<file path="src/rtl/ras_pkg.sv">
// Shared types, constants and key mapping for the row argsort core.
// No dependencies.
package ras_pkg;
    localparam int RowMaxDefault = 64;
    localparam int PosW = 6;
    localparam int ValW = 32;

    // Map float bits to an unsigned key under the total order; -0 folds onto +0.
    function automatic logic [ValW-1:0] order_key(input logic [ValW-1:0] bits);
        logic [ValW-1:0] b;
        b = (bits == 32'h8000_0000) ? 32'h0 : bits;
        if (b[31]) return ~b;
        return b | 32'h8000_0000;
    endfunction

    typedef struct packed {
        logic             vld;
        logic [ValW-1:0]  key;
        logic [PosW-1:0]  pos;
    } t_entry;

    typedef struct packed {
        logic load;   // new entry enters at the head
        logic shift;  // drain: every cell hands its entry toward the head
        logic clear;  // empty all cells
        logic desc;   // descending order
    } t_ctrl;
endpackage

</file>
<file path="src/rtl/ras_cell.sv">
// One sorter cell: holds one entry, ordered toward the tail in sort order.
// Depends on ras_pkg.
module ras_cell import ras_pkg::*; (
    input  logic   i_clk,
    input  logic   i_rst_n,
    input  t_ctrl  i_ctrl,
    input  t_entry i_new,        // incoming entry, broadcast to every cell
    input  t_entry i_prev,       // entry held by the cell before
    input  logic   i_prev_keep,  // cell before holds its entry this load
    input  t_entry i_from_next,  // neighbor behind, used while draining
    output t_entry o_entry,
    output logic   o_keep        // this cell holds its entry this load
);
    t_entry r_ent, n_ent;
    logic   keep_mine;

    // Hold on a tie: the incoming entry has the larger index, so it goes
    // after equals. Key compare flips for descending.
    always_comb begin
        if (!r_ent.vld) keep_mine = 1'b0;
        else if (r_ent.key == i_new.key) keep_mine = 1'b1;
        else keep_mine = i_ctrl.desc ? (r_ent.key > i_new.key)
                                     : (r_ent.key < i_new.key);
    end

    // On load, a cell that gives way takes the new entry if the cell before
    // holds, else it takes the entry of the cell before.
    always_comb begin
        n_ent = r_ent;
        if (i_ctrl.clear) n_ent.vld = 1'b0;
        else if (i_ctrl.shift) n_ent = i_from_next;
        else if (i_ctrl.load && !keep_mine) n_ent = i_prev_keep ? i_new : i_prev;
    end

    always_ff @(posedge i_clk) begin
        if (!i_rst_n) begin
            r_ent.vld <= 1'b0;
        end else begin
            r_ent <= n_ent;
        end
    end
    assign o_entry = r_ent;
    assign o_keep  = keep_mine;
endmodule

</file>
<file path="config.mk">
export PLATFORM = sky130hd
export DESIGN_NAME = ras_cell
export DESIGN_NICKNAME = d
export VERILOG_FILES = /design/src/rtl/ras_pkg.sv /design/src/rtl/ras_cell.sv
export SDC_FILE = /design/constraint.sdc
export NUM_CORES = 1
export LEC_CHECK = 0
export BUFFER_PORTS_ARGS = -buffer_cell sky130_fd_sc_hd__buf_2
export CORE_UTILIZATION = 48
export DETAILED_ROUTE_END_ITERATION = 6
export PLACE_DENSITY = 0.95
export REMOVE_ABC_BUFFERS = 1
export SYNTH_ARGS = -nofsm -noshare
export SYNTH_HDL_FRONTEND = slang
export SYNTH_SLANG_ARGS = --single-unit
</file>
<file path="constraint.sdc">
create_clock -name i_clk -period 10.4 [get_ports i_clk]
set_input_delay 3.12 -clock i_clk [delete_from_list [all_inputs] [get_ports i_clk]]
set_output_delay 3.12 -clock i_clk [all_outputs]
set_load 0.05 [all_outputs]
</file>
==> summary.md, run 1 <==
| Metric | Value |
|---|---|
| M3 GR Usage | 4.94% |
| Relative max-transition margin | between 20% and 30% |
| Hold Buf Count CTS | 0 |
| Switching Share | between 30% and 40% |
| Post-Syn Area | approximately 2800 um2 |
| Minimum clock period after layout | roughly 8.3 ns |
| Clk network pwr share | approximately a quarter |
| CTS tree | done |
| Comb pwr share | between 20% and 30% |
| Post-CTS Setup Inserts | 0 |
| Synth-to-layout area growth | 32.9% |
| Hold Path Sink | o_entry[38]$_SDFFE_PP0P_ |
| Die area | 6230 um2 |
| FF-to-FF path depth | 7 |
| Clk sinks | 39 |
| Drt drc | 0 |
| Critical path class | in -> out |
| Count of cell types in the netlist | 32 |
| Final Power | approximately 390 uW |
| Avg WL per Cell | between 10 and 15 um |
| Initial DRC count | ~70 |
| Routability Congestion | approximately 0.74 |
| Nets | between 600 and 700 |
| Antenna cells | 0 |
| Hold_sp | o_entry[38]$_SDFFE_PP0P_ |
| Grt ovf | 0 |
| Fin. Hold Viols | 0 |
| RSZ-0062 raised after global routing | no |
| Worst-path clk slew | around 0.070 ns |
| Non-filler instance count after layout | roughly 520 |
| Crit path max fanout | 3 |
| Root Driver | clkbuf_8 |
| Tightest Hold Check Type | reg -> reg |
| Setup TNS | 0 ns |
| Biggest area consumer among synthesized cells | edfxtp_1 |
| Top cell type's share of synthesized area | around 40% |
| Rows | 27 |
| Fmax | 121 MHz |
| GRT Util Overall | around 22% |
| Worst r2r dst | o_entry[31]$_DFFE_PP_ |
| Synth area leaders | edfxtp_1 40%, ha_1 14%, mux2i_1 13% |
| Post-cts resize count | 0 |
| Syn Area/Cell | between 9 and 10 um2 |
| Max-cap viol count | 0 |
| Initial Util | around half |
| Mapped Cells | between 200 and 300 |
| Final Setup Violations | 0 |
| Die X | about 79 um |
| #FFs+latches synth | 39 |
| DRT antenna net count | 0 |
| Period Utilization, post-route | between 70% and 80% |
| Run status | completed |
| Port Buffers | 163 |
| TritonCTS Buffers | 5 |
| Avg Vias per Cell | roughly 5.2 |
| Switching power | 122 uW |
| WP data required | 7.28 ns |
| Met2 usage | approximately 44% |
| First-pass GRT wire length | between 10000 and 15000 um |
| Max clock buf depth | 2 |
| Initial antenna violation count | 0 |
| Worst-margin pin slew | 1.16 ns |
| CP Data Arrival Time | 5.13 ns |
| Sequential share of the synthesized area | around two fifths |
| Worst Hold Path Cells | 2 |
| Critical R2R Launch | o_entry[13]$_DFFE_PP_ |
| Met1 global-route usage | 23.8% |
| Sequential share of power | 47.2% |
| FF-to-FF setup slack | ~7.1 ns |
| Vias in the first global route | between 2000 and 3000 |
| Die Y | around 79 um |
| Most Used Layer, Global Route | met2 |
| Largest net degree at the start of global routing | 80 |
| Fillers | between 400 and 500 |
| Pint | between 200 and 300 uW |
| Max VDD drop | approximately 0.064 mV |
| Layout cells sized above 1 | between 30 and 40% |
| Final WL | between 7000 and 8000 um |
| Ys Warns | 0 |
| Vias | 2707 |
| Leak Pwr | about 2.0 nW |
| Core area | between 5000 and 6000 um2 |
| Slew Viols, Final | 0 |
| Final HPWL DP | approximately 5700 um |
| Clk_skew | just under 0.01 ns |
| Skew-Pair Late Insertion Delay | between 0.2 and 0.3 ns |
| Worst setup SP type | input port |
| Placed cells | 517 |
| 1st-pass router iterations | 5 |
| Largest register FFs | 39 |
| Ports | around 160 |
| CTS H-tree lvls | 2 |
| P per Cell Area | between 100 and 150 nW/um2 |
| CP Capture Type | output pin |
[logic make-up (layout without fill, tap and decap cells)]
| kind of cell | count (synthesis) | in the layout | share of synthesized area, % |
|---|---|---|---|
| DFF | 39 | 39 | 40.9 |
| muxes | 39 | 39 | 13.8 |
| buffers and inverters | 48 | 205 | 6.48 |
| and+or+nand+nor | 67 | 67 | 10.7 |
| adders and majority gates | 32 | 32 | 14.1 |
| AOI/OAI and AO/OA | 69 | 69 | 14.0 |
[stage by stage]
step           instance area [um2]  utilization, %  hold WS (ns)  worst slack (ns)
2_1_floorplan                 2790               -         0.686              2.05
3_3_place_gp                  3700            66.0         0.481              2.20
3_5_place_dp                  3700            66.0         0.486              2.15
4_1_cts                       3770            67.3         0.506              2.16
5_1_grt                       3770            67.3         0.531              1.97
6_report                      3770            67.3         0.510              2.15
[critical path: stages]
cell and delay [ns]:
buf_2 0.09, inv_1 0.04, ha_1 0.33, a21oi_2 0.15, nand2_1 0.07, a221o_1 0.37
o31ai_2 0.26, and3b_1 0.24, nor3_2 0.07, nor2b_1 0.12, buf_2 0.27
[how the worst max path moves through the flow]
stage	from	to	slack, ns	cells after the start
after global placement	i_new[13]	o_keep	2.20	11
after global routing	i_new[20]	o_keep	1.97	10
final	i_new[20]	o_keep	2.15	11
after detailed placement	i_new[20]	o_keep	2.15	11
after floorplan	i_new[20]	o_keep	2.05	9
after CTS	i_new[20]	o_keep	2.16	11
[per-layer routing]
layer  part of all wire (%)  vias up
met5                      0        -
met4                   0.94        0
met3                    6.9        7
met2                     54      118
met1                     39     1213
li1                       -     1369
[cell usage in the layout, fill, tap and decap left out, types with 2 or more instances in the layout]
cell and n:
ha_1 32, nor2_1 2, nand3_1 3, nor3_1 2
inv_1 35, a21oi_1 15, edfxtp_1 38, clkbuf_8 5
nor2b_1 3, mux2i_1 38, buf_2 163, o21ai_0 42
nand2_1 46, nand4_1 8
[power groups by stage]
stage	sequential, mW	clock [mW]	combinational, mW
finish	0.186	0.0956	0.113
global route	0.187	0.104	0.123
CTS	0.186	0.0974	0.113
detailed placement	0.189	0	0.113
global placement	0.189	0	0.108
floorplan	0.212	0	0.0412
[cell usage after synthesis]
library cell / number
nand2_1: 46
o21ai_0: 42
edfxtp_1: 38
mux2i_1: 38
inv_1: 35
ha_1: 32
a21oi_1: 15
clkbuf_1: 9
nand4_1: 8
buf_2: 3
nand3_1: 3
nor2b_1: 3
nor2_1: 2
nor3_1: 2
a2111oi_1: 1
a21boi_1: 1
a21o_1: 1
a21oi_2: 1
a221o_1: 1
a221oi_1: 1
and3b_1: 1
buf_1: 1
dfxtp_1: 1
mux2_2: 1
nor3_2: 1
nor4_2: 1
o211ai_1: 1
o21a_1: 1
o21ai_1: 1
o221a_1: 1
o31ai_2: 1
o41ai_2: 1
[layout make-up]
type / instances / area [um2] / area share, %
Multi-Input combinational cell: 207 / 1500 / 39.6
Sequential cell: 39 / 1160 / 30.8
Timing Repair Buffer: 164 / 823 / 21.8
Inverter: 35 / 131 / 3.48
Tap cell: 72 / 90.1 / 2.39
Clock buffer: 6 / 72.6 / 1.92
(Power assumes the default switching activity.)
==> inputs of run 2 (changes only) <==
CORE_UTILIZATION = 40   (was 48)
PLACE_DENSITY = 0.87   (was 0.95)
clock period = 7.3 ns   (was 10.4 ns; I/O delays follow)
==> summary.md, run 2 (same netlist as run 1, synthesis figures left out) <==
| Metric | Value |
|---|---|
| Synth-to-layout area growth | 34.2% (was 32.9%) |
| Final Setup Violations | 0 (unchanged) |
| FF-to-FF path depth | 8 (was 7) |
| Max VDD drop | 0.0771 mV (was 0.0638 mV) |
| Period Utilization, post-route | between 80% and 90% |
| Avg Vias per Cell | 4.94 (was 5.18) |
| First-pass GRT wire length | 11500 um (was 10900 um) |
| Critical R2R Launch | o_entry[11]$_DFFE_PP_ (was o_entry[13]$_DFFE_PP_) |
| Skew-Pair Late Insertion Delay | 0.28 ns (about the same) |
| TritonCTS Buffers | 5 (unchanged) |
| Largest net degree at the start of global routing | 80 (unchanged) |
| RSZ-0062 raised after global routing | no (unchanged) |
| Critical Path Start | i_new[11] (was i_new[20]) |
| Max-cap viol count | 0 (unchanged) |
| Fmax | ~160 MHz |
| CTS tree | done (unchanged) |
| Commonest non-fill, non-tap cell in the layout | buf_2 (unchanged) |
| Multi-input gate area | 1500 um2 (unchanged) |
| Clk sinks | 39 (unchanged) |
| Worst r2r dst | o_entry[13]$_DFFE_PP_ (was o_entry[31]$_DFFE_PP_) |
| Worst-path clk slew | 0.07 ns (about the same) |
| Die area | 7440 um2 (was 6230 um2) |
| Crit path max fanout | 2 (was 3) |
| Initial antenna violation count | 0 (unchanged) |
| Largest register FFs | 39 (unchanged) |
| WP data required | 5.11 ns (was 7.28 ns) |
| DRT antenna net count | 0 (unchanged) |
| Drt drc | 0 (unchanged) |
| CP Capture Type | output pin (unchanged) |
| 1st-pass router iterations | 4 (was 5) |
| Final Core Density | 55.8% (was 67.3%) |
| Fillers | 656 (was 461) |
| Nets | 608 (unchanged) |
| Most frequent cells in the layout | 163 x buf_2, 46 x nand2_1, 42 x o21ai_0, 38 x mux2i_1, 38 x edfxtp_1 (unchanged) |
| Root Driver | clkbuf_8 (unchanged) |
| Post-CTS Setup Inserts | 0 (unchanged) |
| Clk_skew | 0.00215 ns (was 0.00969 ns) |
| Setup TNS | 0 ns (unchanged) |
| Fin. Hold Viols | 0 (unchanged) |
| Tightest Hold Check Type | reg -> reg (unchanged) |
| Post-cts resize count | 0 (unchanged) |
| Minimum clock period after layout | 6.38 ns |
| Register Area | 1160 um2 (unchanged) |
| Critical path endpoint | o_keep (unchanged) |
| Initial Util | 41.6% (was 50.6%) |
| Routability Congestion | 0.806 (was 0.741) |
| Hold_sp | o_entry[38]$_SDFFE_PP0P_ (unchanged) |
| Antenna cells | 0 (unchanged) |
| CTS H-tree lvls | 2 (unchanged) |
| Worst Hold Path Cells | 2 (unchanged) |
| Ports | 164 (unchanged) |
| Die Y | 86.3 um (was 78.9 um) |
| Slew Viols, Final | 0 (unchanged) |
| Core area | 6830 um2 (was 5610 um2) |
| Hold Buf Count CTS | 0 (unchanged) |
| Initial DRC count | 83 (was 72) |
| Layout cells sized above 1 | 39.1% (was 39.0%) |
| Worst-margin pin slew | 1.17 ns (was 1.16 ns) |
| Relative max-transition margin | 21.8% (was 22.9%) |
| Worst setup SP type | input port (unchanged) |
| FF-to-FF setup slack | 4.03 ns (was 7.14 ns) |
| Run status | completed (unchanged) |
| Leak Pwr | 1.96 nW (was 1.95 nW) |
| GRT Util Overall | 19.7% (was 22.5%) |
| Grt ovf | 0 (unchanged) |
| Critical path class | in -> out (unchanged) |
| Final HPWL DP | 5710 um (was 5740 um) |
| CP Data Arrival Time | 4.19 ns (was 5.13 ns) |
| Port Buffers | 163 (unchanged) |
| P per Cell Area | 148 nW/um2 (was 104 nW/um2) |
| Die X | 86.3 um (was 78.9 um) |
| Final WL | 7240 um (was 7200 um) |
| Vias | 2714 (was 2707) |
| Avg WL per Cell | 13.2 um (was 13.8 um) |
| Rows | 30 (was 27) |
| Max clock buf depth | 2 (unchanged) |
| Vias in the first global route | 2738 (was 2582) |
[run 2: layout make-up]
class,instances,area share [%]
sequential,39,30.5
clock inverter,1,0.131
tap,96,3.15
multi-input combinational,207,39.2
timing repair buffer,164,21.6
clock buffer,7,2.00
inverter,35,3.45
[run 2: per-layer routing]
layer	routed length [um]	track usage, %	vias to the layer above
li1	-	-	1373
met1	3000	21.7	1236
met2	3760	37.7	97
met3	376	3.62	8
met4	97	6.82	0
met5	0	0	-
[run 2: critical path: stages]
cell and delay [ns]:
buf_2 0.09, inv_1 0.04, ha_1 0.30, a21oi_1 0.16, o21ai_1 0.10, a221o_1 0.34
o31ai_2 0.28, and3b_1 0.24, nor3_2 0.07, nor2b_1 0.11, buf_2 0.27
[run 2: metrics by stage]
stage | cell area, um2 | worst slack (ns) | total power, mW | cells | hold WS, ns
4_1_cts | 3810 | 0.901 | 0.576 | 549 | 0.501
3_5_place_dp | 3730 | 0.902 | 0.431 | 541 | 0.482
3_3_place_gp | 3730 | 0.936 | 0.424 | 541 | 0.477
5_1_grt | 3810 | 0.781 | 0.600 | 549 | 0.528
2_1_floorplan | 2790 | 0.811 | 0.361 | 281 | 0.686
6_report | 3810 | 0.920 | 0.566 | 549 | 0.500
[run 2: worst min-delay path by stage]
| stage | end | slack [ns] |
|---|---|---|
| floorplan | o_entry[38]$_SDFFE_PP0P_ | 0.69 |
| global placement | o_entry[38]$_SDFFE_PP0P_ | 0.48 |
| detailed placement | o_entry[38]$_SDFFE_PP0P_ | 0.48 |
| CTS | o_entry[38]$_SDFFE_PP0P_ | 0.50 |
| global route | o_entry[38]$_SDFFE_PP0P_ | 0.53 |
| finish | o_entry[38]$_SDFFE_PP0P_ | 0.50 |
[run 2: where the power goes]
part	internal [mW]	total, mW	switching, mW
logic	0.0639	0.160	0.0963
clock network	0.0671	0.140	0.0734
registers	0.260	0.265	0.00495
total	0.391	0.566	0.175
